--- config.mk ---
export PLATFORM = sky130hd
export DESIGN_NAME = rfa_ctrl
export DESIGN_NICKNAME = d
export VERILOG_FILES = /design/src/rtl/rfa_pkg.sv /design/src/rtl/rfa_ctrl.sv
export SDC_FILE = /design/constraint.sdc
export NUM_CORES = 1
export LEC_CHECK = 0
export BUFFER_PORTS_ARGS = -buffer_cell sky130_fd_sc_hd__buf_4
export CAP_MARGIN = 20
export CORE_ASPECT_RATIO = 1.2
export CORE_UTILIZATION = 40
export DETAILED_ROUTE_END_ITERATION = 8
export GPL_TIMING_DRIVEN = 0
export PLACE_DENSITY = 0.6
export SLEW_MARGIN = 20
export SYNTH_ARGS = -nofsm -noshare
export SYNTH_HDL_FRONTEND = slang
export SYNTH_SLANG_ARGS = --single-unit
--- constraint.sdc ---
create_clock -name clock -period 2.23 [get_ports clock]
set_clock_uncertainty 0.05 [all_clocks]
set_input_delay 0.446 -clock clock [delete_from_list [all_inputs] [get_ports clock]]
set_output_delay 0.446 -clock clock [all_outputs]
set_load 0.01 [all_outputs]
--- src/rtl/rfa_pkg.sv ---
// Shared widths, codes, command set and helper function for the rational fraction ALU.
package rfa_pkg;

   localparam int DATA_W   = 32;
   localparam int DEN_W    = 31;
   localparam int WIDE_W   = 64;
   localparam int MODE_W   = 2;
   localparam int ERR_W    = 2;
   localparam int GK_W     = 7;
   localparam int DIV_STEPS = WIDE_W;
   localparam int DCNT_W   = $clog2(DIV_STEPS + 1);

   localparam logic [MODE_W-1:0] MODE_ADD = 2'd0;
   localparam logic [MODE_W-1:0] MODE_MUL = 2'd1;
   localparam logic [MODE_W-1:0] MODE_MAC = 2'd2;

   localparam logic [ERR_W-1:0] ERR_NONE     = 2'd0;
   localparam logic [ERR_W-1:0] ERR_ZERO_DEN = 2'd1;
   localparam logic [ERR_W-1:0] ERR_OVERFLOW = 2'd2;

   localparam logic [WIDE_W-1:0] LIM_POS = 64'h0000_0000_7FFF_FFFF;
   localparam logic [WIDE_W-1:0] LIM_NEG = 64'h0000_0000_8000_0000;

   typedef logic [4:0] cmd_type;

   localparam cmd_type CMD_NOP      = 5'd0;
   localparam cmd_type CMD_LOAD     = 5'd1;
   localparam cmd_type CMD_RA       = 5'd2;
   localparam cmd_type CMD_RB       = 5'd3;
   localparam cmd_type CMD_SA       = 5'd4;
   localparam cmd_type CMD_SB       = 5'd5;
   localparam cmd_type CMD_ZERO_R   = 5'd6;
   localparam cmd_type CMD_GCD_R    = 5'd7;
   localparam cmd_type CMD_GCD_D    = 5'd8;
   localparam cmd_type CMD_GCD_STEP = 5'd9;
   localparam cmd_type CMD_GCD_FIN  = 5'd10;
   localparam cmd_type CMD_DIV_M    = 5'd11;
   localparam cmd_type CMD_DIV_D    = 5'd12;
   localparam cmd_type CMD_DIV_A    = 5'd13;
   localparam cmd_type CMD_DIV_B    = 5'd14;
   localparam cmd_type CMD_DIV_STEP = 5'd15;
   localparam cmd_type CMD_PUT_M    = 5'd16;
   localparam cmd_type CMD_PUT_D    = 5'd17;
   localparam cmd_type CMD_PUT_A    = 5'd18;
   localparam cmd_type CMD_PUT_B    = 5'd19;
   localparam cmd_type CMD_MUL_NUM  = 5'd20;
   localparam cmd_type CMD_MUL_DEN  = 5'd21;
   localparam cmd_type CMD_MUL_TA   = 5'd22;
   localparam cmd_type CMD_MUL_TB   = 5'd23;
   localparam cmd_type CMD_MUL_L    = 5'd24;
   localparam cmd_type CMD_COMBINE  = 5'd25;
   localparam cmd_type CMD_ACC_AB   = 5'd26;
   localparam cmd_type CMD_ERR2     = 5'd27;
   localparam cmd_type CMD_FINISH   = 5'd28;

   typedef struct packed {
      logic err_zero;
      logic mode_add;
      logic mode_mac;
      logic r_zero;
      logic fits;
      logic gcd_done;
      logic div_done;
   } status_type;

   function automatic logic [DATA_W-1:0] mag32(input logic [DATA_W-1:0] v);
      mag32 = v[DATA_W-1] ? (~v + 1'b1) : v;
   endfunction

endpackage

--- src/rtl/rfa_ctrl.sv ---
// Controller: sequences reduce, gcd, divide and multiply steps and owns the handshakes.
module rfa_ctrl (
   input  logic                clock,
   input  logic                reset,
   input  logic                req_valid,
   output logic                req_ready,
   output logic                rsp_valid,
   input  logic                rsp_ready,
   output rfa_pkg::cmd_type    cmd,
   input  rfa_pkg::status_type status
);

   localparam logic [4:0] S_IDLE = 5'd0;
   localparam logic [4:0] S_RA   = 5'd1;
   localparam logic [4:0] S_SA   = 5'd2;
   localparam logic [4:0] S_RB   = 5'd3;
   localparam logic [4:0] S_SB   = 5'd4;
   localparam logic [4:0] S_RED  = 5'd5;
   localparam logic [4:0] S_RGS  = 5'd6;
   localparam logic [4:0] S_RDM  = 5'd7;
   localparam logic [4:0] S_RDMS = 5'd8;
   localparam logic [4:0] S_RDD  = 5'd9;
   localparam logic [4:0] S_RDDS = 5'd10;
   localparam logic [4:0] S_AG   = 5'd11;
   localparam logic [4:0] S_AGS  = 5'd12;
   localparam logic [4:0] S_ADA  = 5'd13;
   localparam logic [4:0] S_ADAS = 5'd14;
   localparam logic [4:0] S_ADB  = 5'd15;
   localparam logic [4:0] S_ADBS = 5'd16;
   localparam logic [4:0] S_MTA  = 5'd17;
   localparam logic [4:0] S_MTB  = 5'd18;
   localparam logic [4:0] S_ML   = 5'd19;
   localparam logic [4:0] S_CMB  = 5'd20;
   localparam logic [4:0] S_MN   = 5'd21;
   localparam logic [4:0] S_MD   = 5'd22;
   localparam logic [4:0] S_PCHK = 5'd23;
   localparam logic [4:0] S_CHK  = 5'd24;
   localparam logic [4:0] S_FIN  = 5'd25;

   logic [4:0] state_ff, state_in, ret_ff, ret_in;
   logic       valid_ff, valid_in;
   logic       out_free;

   assign out_free  = !valid_ff || rsp_ready;
   assign rsp_valid = valid_ff;

   always_comb begin
      state_in  = state_ff;
      ret_in    = ret_ff;
      cmd       = rfa_pkg::CMD_NOP;
      req_ready = 1'b0;
      valid_in  = rsp_ready ? 1'b0 : valid_ff;
      unique case (state_ff)
         S_IDLE: begin
            req_ready = 1'b1;
            if (req_valid) begin
               cmd = rfa_pkg::CMD_LOAD;
               state_in = S_RA;
            end
         end
         S_RA: begin
            if (status.err_zero) begin
               state_in = S_FIN;
            end else begin
               cmd = rfa_pkg::CMD_RA; ret_in = S_SA; state_in = S_RED;
            end
         end
         S_SA: begin cmd = rfa_pkg::CMD_SA; state_in = S_RB; end
         S_RB: begin cmd = rfa_pkg::CMD_RB; ret_in = S_SB; state_in = S_RED; end
         S_SB: begin
            cmd = rfa_pkg::CMD_SB;
            state_in = status.mode_add ? S_AG : S_MN;
         end
         S_RED: begin
            if (status.r_zero) begin
               cmd = rfa_pkg::CMD_ZERO_R; state_in = ret_ff;
            end else begin
               cmd = rfa_pkg::CMD_GCD_R; state_in = S_RGS;
            end
         end
         S_RGS: begin
            if (status.gcd_done) begin
               cmd = rfa_pkg::CMD_GCD_FIN; state_in = S_RDM;
            end else begin
               cmd = rfa_pkg::CMD_GCD_STEP;
            end
         end
         S_RDM: begin cmd = rfa_pkg::CMD_DIV_M; state_in = S_RDMS; end
         S_RDMS: begin
            if (status.div_done) begin
               cmd = rfa_pkg::CMD_PUT_M; state_in = S_RDD;
            end else begin
               cmd = rfa_pkg::CMD_DIV_STEP;
            end
         end
         S_RDD: begin cmd = rfa_pkg::CMD_DIV_D; state_in = S_RDDS; end
         S_RDDS: begin
            if (status.div_done) begin
               cmd = rfa_pkg::CMD_PUT_D; state_in = ret_ff;
            end else begin
               cmd = rfa_pkg::CMD_DIV_STEP;
            end
         end
         S_AG: begin cmd = rfa_pkg::CMD_GCD_D; state_in = S_AGS; end
         S_AGS: begin
            if (status.gcd_done) begin
               cmd = rfa_pkg::CMD_GCD_FIN; state_in = S_ADA;
            end else begin
               cmd = rfa_pkg::CMD_GCD_STEP;
            end
         end
         S_ADA: begin cmd = rfa_pkg::CMD_DIV_A; state_in = S_ADAS; end
         S_ADAS: begin
            if (status.div_done) begin
               cmd = rfa_pkg::CMD_PUT_A; state_in = S_ADB;
            end else begin
               cmd = rfa_pkg::CMD_DIV_STEP;
            end
         end
         S_ADB: begin cmd = rfa_pkg::CMD_DIV_B; state_in = S_ADBS; end
         S_ADBS: begin
            if (status.div_done) begin
               cmd = rfa_pkg::CMD_PUT_B; state_in = S_MTA;
            end else begin
               cmd = rfa_pkg::CMD_DIV_STEP;
            end
         end
         S_MTA: begin cmd = rfa_pkg::CMD_MUL_TA; state_in = S_MTB; end
         S_MTB: begin cmd = rfa_pkg::CMD_MUL_TB; state_in = S_ML; end
         S_ML:  begin cmd = rfa_pkg::CMD_MUL_L;  state_in = S_CMB; end
         S_CMB: begin
            cmd = rfa_pkg::CMD_COMBINE; ret_in = S_CHK; state_in = S_RED;
         end
         S_MN: begin cmd = rfa_pkg::CMD_MUL_NUM; state_in = S_MD; end
         S_MD: begin
            cmd = rfa_pkg::CMD_MUL_DEN;
            ret_in = status.mode_mac ? S_PCHK : S_CHK;
            state_in = S_RED;
         end
         S_PCHK: begin
            if (!status.fits) begin
               cmd = rfa_pkg::CMD_ERR2; state_in = S_FIN;
            end else begin
               cmd = rfa_pkg::CMD_ACC_AB; state_in = S_AG;
            end
         end
         S_CHK: begin
            if (!status.fits) cmd = rfa_pkg::CMD_ERR2;
            state_in = S_FIN;
         end
         S_FIN: begin
            if (out_free) begin
               cmd = rfa_pkg::CMD_FINISH;
               valid_in = 1'b1;
               state_in = S_IDLE;
            end
         end
         default: state_in = S_IDLE;
      endcase
   end

   always_ff @(posedge clock) begin
      if (reset) begin
         state_ff <= S_IDLE;
         ret_ff   <= S_IDLE;
         valid_ff <= 1'b0;
      end else begin
         state_ff <= state_in;
         ret_ff   <= ret_in;
         valid_ff <= valid_in;
      end
   end

endmodule

==> Word-level counts from Yosys, hierarchy flattened <==
Index checks and enable logic that the tools add are counted.
{ "totals": {"latch_bits": 0, "out_inout_bits": 7, "input_bits": 11, "memories": 0, "mem_bits_ro": 0, "mem_bits_rw": 0, "register_bits": 11, "elab_cells": 77} }
{ "classes": {"n_shift": 0, "n_reduce_logical": 8, "n_div": 0, "n_bitwise": 0, "multipliers": 0, "n_addsub": 0, "n_eq_ne": 34, "mux": 32, "magnitude_cmp": 0} }
{ "op_table": {"columns": ["cell", "n"], "rows": [
  ["$pmux W5 S25", 1],
  ["$pmux W5 S24", 1],
  ["$mux W5", 19],
  ["$eq A5 B5 Y1 const B", 10],
  ["$eq A5 B4 Y1 const B", 8],
  ["$eq A5 B3 Y1 const B", 4],
  ["$pmux W5 S4", 1],
  ["$ne A2 B2 Y1 const B", 9],
  ["$eq A5 B2 Y1 const B", 2],
  ["$reduce_and A8 Y1", 1],
  ["$mux W1", 7],
  ["$eq A5 B1 Y1 const B", 1],
  ["$logic_not A5 Y1", 1],
  ["$mux W2", 2],
  ["$mux W4", 1],
  ["$reduce_bool A4 Y1", 1],
  ["$reduce_or A3 Y1", 1],
  ["$reduce_and A2 Y1", 1],
  ["$reduce_or A2 Y1", 1],
  ["$logic_not A1 Y1", 1],
  ["$logic_or A1 B1 Y1", 1]
]} }

==> Longest topological paths before layout <==
Gate-level depths: netlist (run 1).
{ "logic_depth": {"word_depth": 4, "mapped_depth": 8, "ltp_nobuf": 5} }

==> Worst setup path after synthesis (run 1) <==
No wires, ideal clock.
{ "synth_timing": {"path_type": "register -> output", "startpoint": "register state_ff[0]", "endpoint": "output port cmd[0]", "setup_slack_ns": 0.300, "n_path_buf": 3, "required_ns": 1.734, "path_stages_with_launch": 7, "arrival_time_ns": 1.434, "path_cell_list": "dfxtp_1 -> buf_2 -> buf_2 -> buf_2 -> nor3_1 -> a32oi_1 -> nand4_1"} }
{ "synth_between": {"elab_chain_len": 3, "word_cells_on_any_way": 28, "classes_between": "25 x eq/ne; 1 x mux; 2 x reduce/logical"} }
{ "synth_lines": {"columns": ["element", "line_no", "source"], "rows": [
  ["start, declared", "rfa_ctrl.sv:40", "logic [4:0] state_ff, state_in, ret_ff, ret_in;"],
  ["start signal, assigned", "rfa_ctrl.sv:168", "state_ff <= state_in;"],
  ["$eq A5 B4 Y1 or $eq A5 B3 Y1 (tied branches)", "rfa_ctrl.sv:53", "unique case (state_ff)"],
  ["$reduce_or A2 Y1 (no line)", null, null],
  ["$pmux W5 S25 *", "rfa_ctrl.sv:53", null],
  ["end, declared", "rfa_ctrl.sv:9", "output rfa_pkg::cmd_type cmd,"]
]} }
Every way passes the cells marked *; elsewhere a longest branch is shown, timed or not.

==> Final worst setup path (run 1) <==
{ "layout_timing": {"startpoint": "register state_ff[0]", "endpoint": "output port cmd[2]"} }
Same word-level chain as after synthesis.

==> metrics.md, run 1 <==
| Metric | Value |
|---|---|
| Largest net degree at the start of global routing | `11` |
| Hold Vio Cnt, Final | `0` |
| Syn avg cell area | `7.217 sq um` |
| # Max-Cap Violations | `0` |
| Die width | `56.01 microns` |
| Final worst-path cycle share | `1.050` |
| Pleak | `0.7412 nW` |
| Layout cells sized above 1 | `0.3348` |
| Post-Syn Instances | `194` |
| DR DRC count | `0` |
| List of most frequent post-synthesis cells | `16 x nor2_1, 14 x a21oi_1, 12 x nand2_1` |
| Via count | `1820` |
| Die height | `66.81 microns` |
| Top cells by area, synth | `dfxtp_1 16%, a21oi_1 5.0%, nor2b_1 4.9%` |
| CTS buffer count | `3` |
| IO Pins | `18` |
| R2R cell count | `7` |
| Req. time, crit path | `1.73 ns` |
| Post-synth EDFFs | `0` |
| Area leader, netlist | `dfxtp_1` |
| First-pass GRT wire length | `8.666 mm` |
| Starting Density | `0.4194` |
| Final setup margin | `-0.1124 ns` |
| Setup Viol. Count Final | `4` |
| 1st-iter DRT viols | `95` |
| Placement Setup Slack | `-0.1725 ns` |
| Seq/Total Area, Yosys | `0.1573` |
| Count leader, synth | `nor2_1` |
| Fmax | `426.9 MHz` |
| # port buffers | `17` |
| Nets@finish | `239` |
| Worst-path clk slew | `0.05 ns` |
| Dpl cell area | `0.001574 sq mm` |
| Synth Cell Area | `0.001400 sq mm` |
| TritonCTS clock tree | `built` |
| Number of diodes | `0` |
| Crit start category | `flip-flop` |
| Failing checks | `setup timing` |
| Die area | `0.003742 sq mm` |
| Vias in the first global route | `1823` |
| Clk buf depth | `2` |
| Final Max Slew Viols | `0` |
| Antenna violations before repair | `0` |
| Drt wl/cell | `20.50 microns` |
| Detailed Route WL | `5.411 mm` |
| Worst hold path stage count | `2` |
| FF+latch count, synth | `11` |
| Async SR Flop Fraction | `0` |
| Yosys Warn Count | `0` |
| Run status | `finished, violations left` |
| Crit. End Element | `primary output` |
| Power Total | `0.002609 W` |
| RSZ-0062 raised after global routing | `yes` |
| Max FO, Critical Path | `4` |
| Core Area | `0.003338 sq mm` |
| Via-per-instance ratio | `6.894` |
| Crit path DAT | `1.85 ns` |
| Clock sinks | `11` |
| # rows | `23` |
| Grt ovf | `0` |
| Path type of the worst min-delay path | `input port to flip-flop` |
| Hold-fix buffers, CTS | `0` |
| Total GRT Usage | `0.2955` |
| Netlist cell types | `61` |
| Design Area, Final | `0.001897 sq mm` |
| GPL Wtd Cong | `0.9486` |
| Worst slew margin | `0.5333` |
| First-pass DRT Iterations | `5` |
| Primary FF master, synth | `dfxtp_1` |
| Yosys top cell area share | `0.1573` |
| Syn Nets | `205` |
| P per Cell Area | `1375 mW/mm^2` |
| Post-route ant nets | `0` |
| Peak supply drop | `0.7142 mV` |
| Area growth from synthesis to layout | `35.48%` |
| Crit Path Class | `flip-flop to primary output` |
| Worst slew pin tran | `0.6906 ns` |
| Root Buffer | `clkbuf_8` |
| Worst-skew pair later-pin latency | `0.24 ns` |
| Final hold slack | `0.3656 ns` |
| Detailed Place HPWL | `3.684 mm` |
| Minimum clock period | `2.342 ns` |
| H-tree depth | `1` |
[final cells by class]
type	instances	area (sq um)
fillers	331	1441
inverters	4	18.77
flip-flops and latches	11	239.0
well taps	37	46.29
repair buffers	30	222.7
plain buffers	18	191.4
multi-input cells	160	1134
clock buffers	4	45.04
[worst paths after layout]
kind / start / end / slack (ns)
hold reg to reg: ret_ff[3] / ret_ff[3] / 0.46
setup / recovery: state_ff[0] / cmd[2] / -0.11
hold / removal: reset / state_ff[2] / 0.37
setup reg to reg: state_ff[3] / state_ff[3] / 0.30
[logic make-up (layout without fill, tap and decap cells)]
family,count (synthesis),count (layout),share of synthesized area
AO/OA/AOI/OAI,69,69,0.3530
XOR/XNOR,1,1,0.006257
multiplexers,3,3,0.02145
AND/OR/NAND/NOR,87,87,0.3771
buffers and inverters,23,56,0.08489
flip-flops,11,11,0.1573
[sequential cells by signal, summed over array words and instances (netlist names)]
signal     flops
ret_ff         5
state_ff       5
rsp_valid      1
[layer usage]
metal  track usage  routed length, microns  vias up  part of all wire
met5             0                       0        -                 0
met4        0.1890                     297        0             0.055
met3       0.04272                     555       30              0.10
met2        0.5089                    2559      132              0.47
met1        0.3427                    1998      844              0.37
li1              -                       -      814                 -
[where the power goes]
part	switching (W)	internal (W)	total, W
clock network	0.0000726	0.000125	0.000198
logic	0.00113	0.000940	0.00207
registers	0.0000715	0.000268	0.000339
[per-stage QoR]
| step | cells | TNS [ns] | utilization |
|---|---|---|---|
| 6_report | 264 | -0.2816 | 0.5682 |
| 3_5_place_dp | 248 | -0.3738 | 0.4715 |
| 3_3_place_gp | 248 | -0.4079 | 0.4715 |
| 4_1_cts | 261 | -0.1286 | 0.5397 |
| 2_1_floorplan | 194 | 0 | - |
| 5_1_grt | 264 | -0.5037 | 0.5682 |
[critical path, stage by stage (launching register included)]
cell	delay [ns]
dfxtp_4	0.36
buf_6	0.13
buf_6	0.12
nor2b_4	0.12
o21ai_2	0.11
a21oi_2	0.07
a311oi_2	0.34
o221ai_1	0.19
buf_4	0.17
[cell usage in the layout (no fill, tap or decap), types with 3 or more instances in the layout]
master,instances
clkbuf_1,3
buf_6,7
mux2i_1,3
dfxtp_4,5
o311ai_1,3
buf_8,4
o21ai_0,7
clkbuf_8,3
a32oi_1,4
buf_4,30
nand2b_1,9
nor3_1,5
nor2_1,16
nor2b_1,9
o21ai_1,6
a21oi_1,13
nand2_1,11
or3_1,4
nand3_1,5
o22ai_1,5
o31ai_1,3
dfxtp_1,6
[repair_timing]
item | in CTS | in global routing
pin swaps | 5 | 3
hold endpoints to repair | 0 | 0
gates resized for setup | 38 | 17
cloned | 1 | 0
buffers inserted | 8 | 4
setup endpoints to repair | 5 | 5
No activity file was read; power rests on OpenSTA's default activity.
==> run 2, diff against run 1 <==
Settings changed: PLACE_DENSITY 0.6 to 0.69.
==> run 2 against run 1 <==
Effect of this change: the flow still finishes with violations (setup timing); register-to-register slack better by 0.03 ns; clock-buffer cell count is the same; worst hold slack got worse by 0.0022 ns; fmax is 0.37% higher; design area grew 4.6%; largest cell class unchanged; largest power group unchanged.
==> metrics.md, run 2 (same netlist as run 1, synthesis figures left out) <==
| Metric | Value |
|---|---|
| Max FO, Critical Path | `4 (unchanged)` |
| Root Buffer | `clkbuf_8` |
| Crit. End Element | `primary output` |
| Most frequent cells in the layout | `33 x buf_4, 16 x nor2_1, 13 x a21oi_1, 10 x nand2_1` |
| Hold-critical path endpoint | `state_ff[2]` |
| P per Cell Area | `1362 mW/mm^2 (-0.95%)` |
| Clock sinks | `11 (unchanged)` |
| Hold Vio Cnt, Final | `0 (unchanged)` |
| Area occupied by multi-input gates | `0.001144 sq mm (+0.88%)` |
| First-pass DRT Iterations | `4 (-1)` |
| Grt ovf | `0 (unchanged)` |
| Fmax | `428.5 MHz (+0.37%)` |
| Worst-path clk slew | `0.04 ns (about the same)` |
| Detailed Route WL | `5.087 mm (-6.0%)` |
| R2R cell count | `5 (-2)` |
| Final worst-path cycle share | `1.047 (-0.003880)` |
| 1st-iter DRT viols | `86 (-9.5%)` |
| First-pass GRT wire length | `7.741 mm (-11%)` |
| Via count | `1763 (-3.1%)` |
| R2r setup slk | `0.33 ns (+0.03 ns)` |
| Reg-to-Reg End | `state_ff[3]` |
| Nets@finish | `244 (+2.1%)` |
| Die height | `66.81 microns (unchanged)` |
| Number of diodes | `0 (unchanged)` |
| # port buffers | `17 (unchanged)` |
| Crit Path Class | `flip-flop to primary output` |
| Final setup margin | `-0.1037 ns (+0.008652 ns)` |
| Via-per-instance ratio | `6.554 (-4.9%)` |
| Area growth from synthesis to layout | `41.64%` |
| # rows | `23 (unchanged)` |
| Layout cells sized above 1 | `0.3621 (+0.02727)` |
| Hold path start | `reset` |
| Starting Density | `0.4194 (unchanged)` |
| Placement Setup Slack | `-0.1904 ns (-0.01794 ns)` |
| Hold-fix buffers, CTS | `0 (unchanged)` |
| Worst slew pin tran | `0.7341 ns (+0.04351 ns)` |
| Die area | `0.003742 sq mm (unchanged)` |
| RSZ-0062 raised after global routing | `yes` |
| Final setup TNS | `-0.1712 ns (+0.1104 ns)` |
| Antenna violations before repair | `0 (unchanged)` |
| Drt wl/cell | `18.91 microns (-7.7%)` |
| Most common cell after layout, fill and taps aside | `buf_4` |
| IO Pins | `18 (unchanged)` |
| Final Max Slew Viols | `0 (unchanged)` |
| Fillcell total | `307 (-7.3%)` |
| CTS buffer count | `3 (unchanged)` |
| Clk buf depth | `2 (unchanged)` |
| GPL Wtd Cong | `0.9557 (+0.75%)` |
| Crit path DAT | `1.84 ns (about the same)` |
| Die width | `56.01 microns (unchanged)` |
| Path type of the worst min-delay path | `input port to flip-flop` |
| TritonCTS clock tree | `built` |
| H-tree depth | `1 (unchanged)` |
| Core Area | `0.003338 sq mm (unchanged)` |
| Register Area | `239.0 sq um (unchanged)` |
| Peak supply drop | `0.7366 mV (+3.1%)` |
| Pleak | `0.7835 nW (+5.7%)` |
| Minimum clock period | `2.334 ns (-0.008652 ns)` |
| Crit start category | `flip-flop` |
| Setup Viol. Count Final | `3 (-1)` |
| Run status | `finished, violations left` |
| DR DRC count | `0 (unchanged)` |
| Largest net degree at the start of global routing | `11 (unchanged)` |
| # Max-Cap Violations | `0 (unchanged)` |
| Vias in the first global route | `1562 (-14%)` |
| Detailed Place HPWL | `3.419 mm (-7.2%)` |
| Worst-skew pair later-pin latency | `0.24 ns (about the same)` |
| Failing checks | `setup timing` |
| Worst slew margin | `0.5039 (-0.02940)` |
| R2r startpoint | `state_ff[2]` |
| Worst hold path stage count | `2 (unchanged)` |
| Req. time, crit path | `1.73 ns (about the same)` |
| Post-route ant nets | `0 (unchanged)` |
| Total GRT Usage | `0.2674 (-0.02817)` |
[run 2: changes by cell type in the layout (fill, tap and decap cells not counted), sizes merged]
| cell | before | now |
|---|---|---|
| clkbuf | 8 | 9 |
| buf | 44 | 48 |
[run 2: what timing repair did]
item,CTS,global route
endpoints found under the setup margin,5,5
setup buffers,7,9
resized for setup,38,26
pin swaps,3,7
gates cloned,0,1
[run 2: layer usage]
layer | GRT usage | up-vias | routed length [microns]
li1 | - | 818 | -
met1 | 0.3477 | 834 | 2092
met2 | 0.4539 | 92 | 2513
met3 | 0.02718 | 19 | 346
met4 | 0.1037 | 0 | 135
met5 | 0 | - | 0
[run 2: stage by stage]
stage / hold slack, ns / instances / area [sq um] / power, W / utilization
final: 0.3634 / 269 / 1983 / 0.002702 / 0.5941
after global placement: 0.4294 / 248 / 1574 / 0.001919 / 0.4715
after floorplan: 0.4042 / 194 / 1400 / 0.001455 / -
after CTS: 0.3641 / 259 / 1784 / 0.002373 / 0.5345
after global routing: 0.3727 / 269 / 1983 / 0.002855 / 0.5941
after detailed placement: 0.4387 / 248 / 1574 / 0.001919 / 0.4715
[run 2: worst max path at each step]
stage | from | endpoint | slack [ns] | cells after the start
6_report | state_ff[0] | cmd[2] | -0.10 | 8
5_1_grt | state_ff[0] | cmd[2] | -0.13 | 8
4_1_cts | state_ff[0] | cmd[2] | -0.07 | 8
3_5_place_dp | state_ff[0] | cmd[2] | -0.19 | 8
3_3_place_gp | state_ff[0] | cmd[2] | -0.23 | 8
2_1_floorplan | state_ff[0] | cmd[0] | 0.30 | 6
[run 2: final cells by class]
cell class              count  area share
multi-input cells         160      0.5767
repair buffers             34      0.1394
flip-flops and latches     11      0.1205
plain buffers              19      0.1079
well taps                  37     0.02334
clock buffers               4     0.02271
inverters                   4    0.009464
[run 2: worst max-delay path, stage by stage (launching register included)]
cell	delay, ns
dfxtp_4	0.35
buf_6	0.13
buf_6	0.11
nor2b_4	0.11
o21ai_2	0.11
a21oi_2	0.08
a311oi_2	0.34
o221ai_1	0.19
buf_4	0.18
[run 2: power breakdown]
group	switching [W]	internal, W
Clock	0.0000699	0.000125
Combinational	0.00112	0.00105
Sequential	0.0000735	0.000268
Total	0.00126	0.00144
==> run 3, diff against run 2 <==
Settings changed: CTS_BUF_LIST set to sky130_fd_sc_hd__clkbuf_16, RECOVER_POWER set to 25, REMOVE_ABC_BUFFERS set to 1.
==> run 3 against run 2 <==
Effect of this change: the flow still finishes with violations (setup timing); critical path depth down 1; core utilization down 2.8 points; sequential power up 2%; largest cell class unchanged.
==> metrics.md, run 3 (same netlist as run 1, synthesis figures left out) <==
| Metric | Value |
|---|---|
| Failing checks | `setup timing` |
| Largest net degree at the start of global routing | `23 (+12)` |
| Die width | `56.01 microns (unchanged)` |
| H-tree depth | `1 (unchanged)` |
| Antenna violations before repair | `0 (unchanged)` |
| Minimum clock period | `2.235 ns (-0.09877 ns)` |
| Final worst-path cycle share | `1.002 (-0.04429)` |
| First-pass DRT Iterations | `4 (unchanged)` |
| Via count | `1718 (-2.6%)` |
| Die height | `66.81 microns (unchanged)` |
| Met2 Usage GRT | `0.4315 (-0.02232)` |
| Starting Density | `0.4194 (unchanged)` |
| Pleak | `0.7422 nW (-5.3%)` |
| Most frequent cells in the layout | `41 x buf_4, 16 x nor2_1, 12 x a21oi_1, 12 x nand2_1, 10 x nor2b_1` |
| Area growth from synthesis to layout | `34.85%` |
| TritonCTS clock tree | `built` |
| Vias in the first global route | `1548 (-0.90%)` |
| Fin util | `0.5656 (-0.02849)` |
| Core Area | `0.003338 sq mm (unchanged)` |
| CP cell instances | `buf_4 -> clkinvlp_4 -> nand2_1 -> a21oi_2 -> a311oi_4 -> o221ai_2 -> buf_4` |
| Grt ovf | `0 (unchanged)` |
| Final Max Slew Viols | `0 (unchanged)` |
| CP top delay family | `compound AO/OA/AOI/OAI gates` |
| GR Util met1 | `0.3434 (-0.004302)` |
| CP Buf/Inv Count | `3 (unchanged)` |
| R2r startpoint | `state_ff[1]` |
| Crit start category | `flip-flop` |
| Crit. End Element | `primary output` |
| Nets@finish | `237 (-2.9%)` |
| Most common cell after layout, fill and taps aside | `buf_4` |
| # Max-Cap Violations | `0 (unchanged)` |
| Crit Path Class | `flip-flop to primary output` |
| Die area | `0.003742 sq mm (unchanged)` |
| Power Total | `0.002627 W (-2.8%)` |
| GR Layer Usage met3 | `0.02136 (-0.005825)` |
| R2R cell count | `8 (+3)` |
| RSZ-0062 raised after global routing | `yes` |
| # port buffers | `17 (unchanged)` |
| Most common cell on crit path | `buf_4` |
| Layout cells sized above 1 | `0.3333 (-0.02874)` |
| Gr busiest metal | `met2` |
| IO Pins | `18 (unchanged)` |
| Via-per-instance ratio | `6.557 (about the same)` |
| P per Cell Area | `1391 mW/mm^2 (+2.1%)` |
| CP max stage cell | `dfxtp_4` |
| Number of diodes | `0 (unchanged)` |
| Hold-critical path endpoint | `state_ff[0]` |
| Req. time, crit path | `1.73 ns (about the same)` |
| Hold path start | `reset` |
| Clk buf depth | `2 (unchanged)` |
| DR DRC count | `0 (unchanged)` |
| Final setup margin | `-0.004934 ns (+0.09877 ns)` |
| Clock sinks | `11 (unchanged)` |
| CP peak stage delay | `0.37 ns (+0.02 ns)` |
| Worst hold path stage count | `2 (unchanged)` |
| Detailed Place HPWL | `2.551 mm (-25%)` |
| CTS buffer count | `3 (unchanged)` |
| Crit path DAT | `1.74 ns (-0.10 ns)` |
| Path type of the worst min-delay path | `input port to flip-flop` |
| Worst slew pin tran | `0.5363 ns (-0.1978 ns)` |
| Run status | `finished, violations left` |
| 1st-iter DRT viols | `88 (+2.3%)` |
| Peak supply drop | `0.8655 mV (+17%)` |
| Post-route ant nets | `0 (unchanged)` |
| Drt wl/cell | `18.05 microns (-4.5%)` |
| First-pass GRT wire length | `7.700 mm (-0.53%)` |
| Reg-to-Reg End | `state_ff[3]` |
| Worst-skew pair later-pin latency | `0.24 ns (about the same)` |
| Detailed Route WL | `4.730 mm (-7.0%)` |
| Worst-path clk slew | `0.04 ns (about the same)` |
| GPL Wtd Cong | `0.8423 (-12%)` |
| Hold Vio Cnt, Final | `0 (unchanged)` |
| Worst slew margin | `0.6373 (+0.1334)` |
| R2r setup slk | `0.27 ns (-0.06 ns)` |
| Setup Viol. Count Final | `1 (-2)` |
| Fmax | `447.4 MHz (+4.4%)` |
| # rows | `23 (unchanged)` |
| Total GRT Usage | `0.2651 (-0.002271)` |
| Root Buffer | `clkbuf_16` |
| Max FO, Critical Path | `6 (+2)` |
-- run 3: worst max path at each step --
stage,startpoint,to,slack (ns),cells past startpoint
after floorplan,state_ff[0],cmd[3],-0.08,3
after global placement,state_ff[4],cmd[2],-0.79,6
after detailed placement,state_ff[4],cmd[2],-0.73,6
after CTS,state_ff[2],cmd[2],0.003,5
after global routing,state_ff[4],cmd[3],-0.03,8
final,state_ff[4],cmd[2],-0.005,7
-- run 3: final cells by class --
class / instances / area, sq um
clock buffers: 3 / 75.07
clock inverters: 1 / 3.754
fillers: 315 / 1450
inverters: 4 / 18.77
multi-input cells: 160 / 1140
flip-flops and latches: 11 / 239.0
well taps: 37 / 46.29
repair buffers: 46 / 365.4
-- run 3: layer usage --
metal | vias to the layer above | part of all wire
li1 | 808 | -
met1 | 812 | 0.41
met2 | 82 | 0.48
met3 | 16 | 0.070
met4 | 0 | 0.035
met5 | - | 0
-- run 3: per-stage QoR --
stage          area (sq um)  hold slack (ns)  instances  setup TNS, ns  setup slack [ns]
2_1_floorplan          1296           0.4042        175        -0.1326          -0.07755
3_3_place_gp           1470           0.4367        229         -4.909           -0.7895
3_5_place_dp           1474           0.4429        229         -3.571           -0.7256
4_1_cts                1770           0.4162        254              0          0.002850
5_1_grt                1888           0.4354        262       -0.04365          -0.02671
6_report               1888           0.4211        262      -0.004934         -0.004934
-- run 3: timing repair --
item                       4_1_cts  5_1_grt
setup buffers                   21        8
resized for setup               13       12
hold buffers                     0        0
setup endpoints to repair       14        4
pin swaps                        2        5
-- run 3: power by group --
group | internal (W) | switching [W] | leakage (nW) | total, W
clock | 0.000236 | 0.0000913 | 0.0423 | 0.000327
sequential | 0.000269 | 0.0000805 | 0.0930 | 0.000349
combinational | 0.000908 | 0.00104 | 0.607 | 0.00195
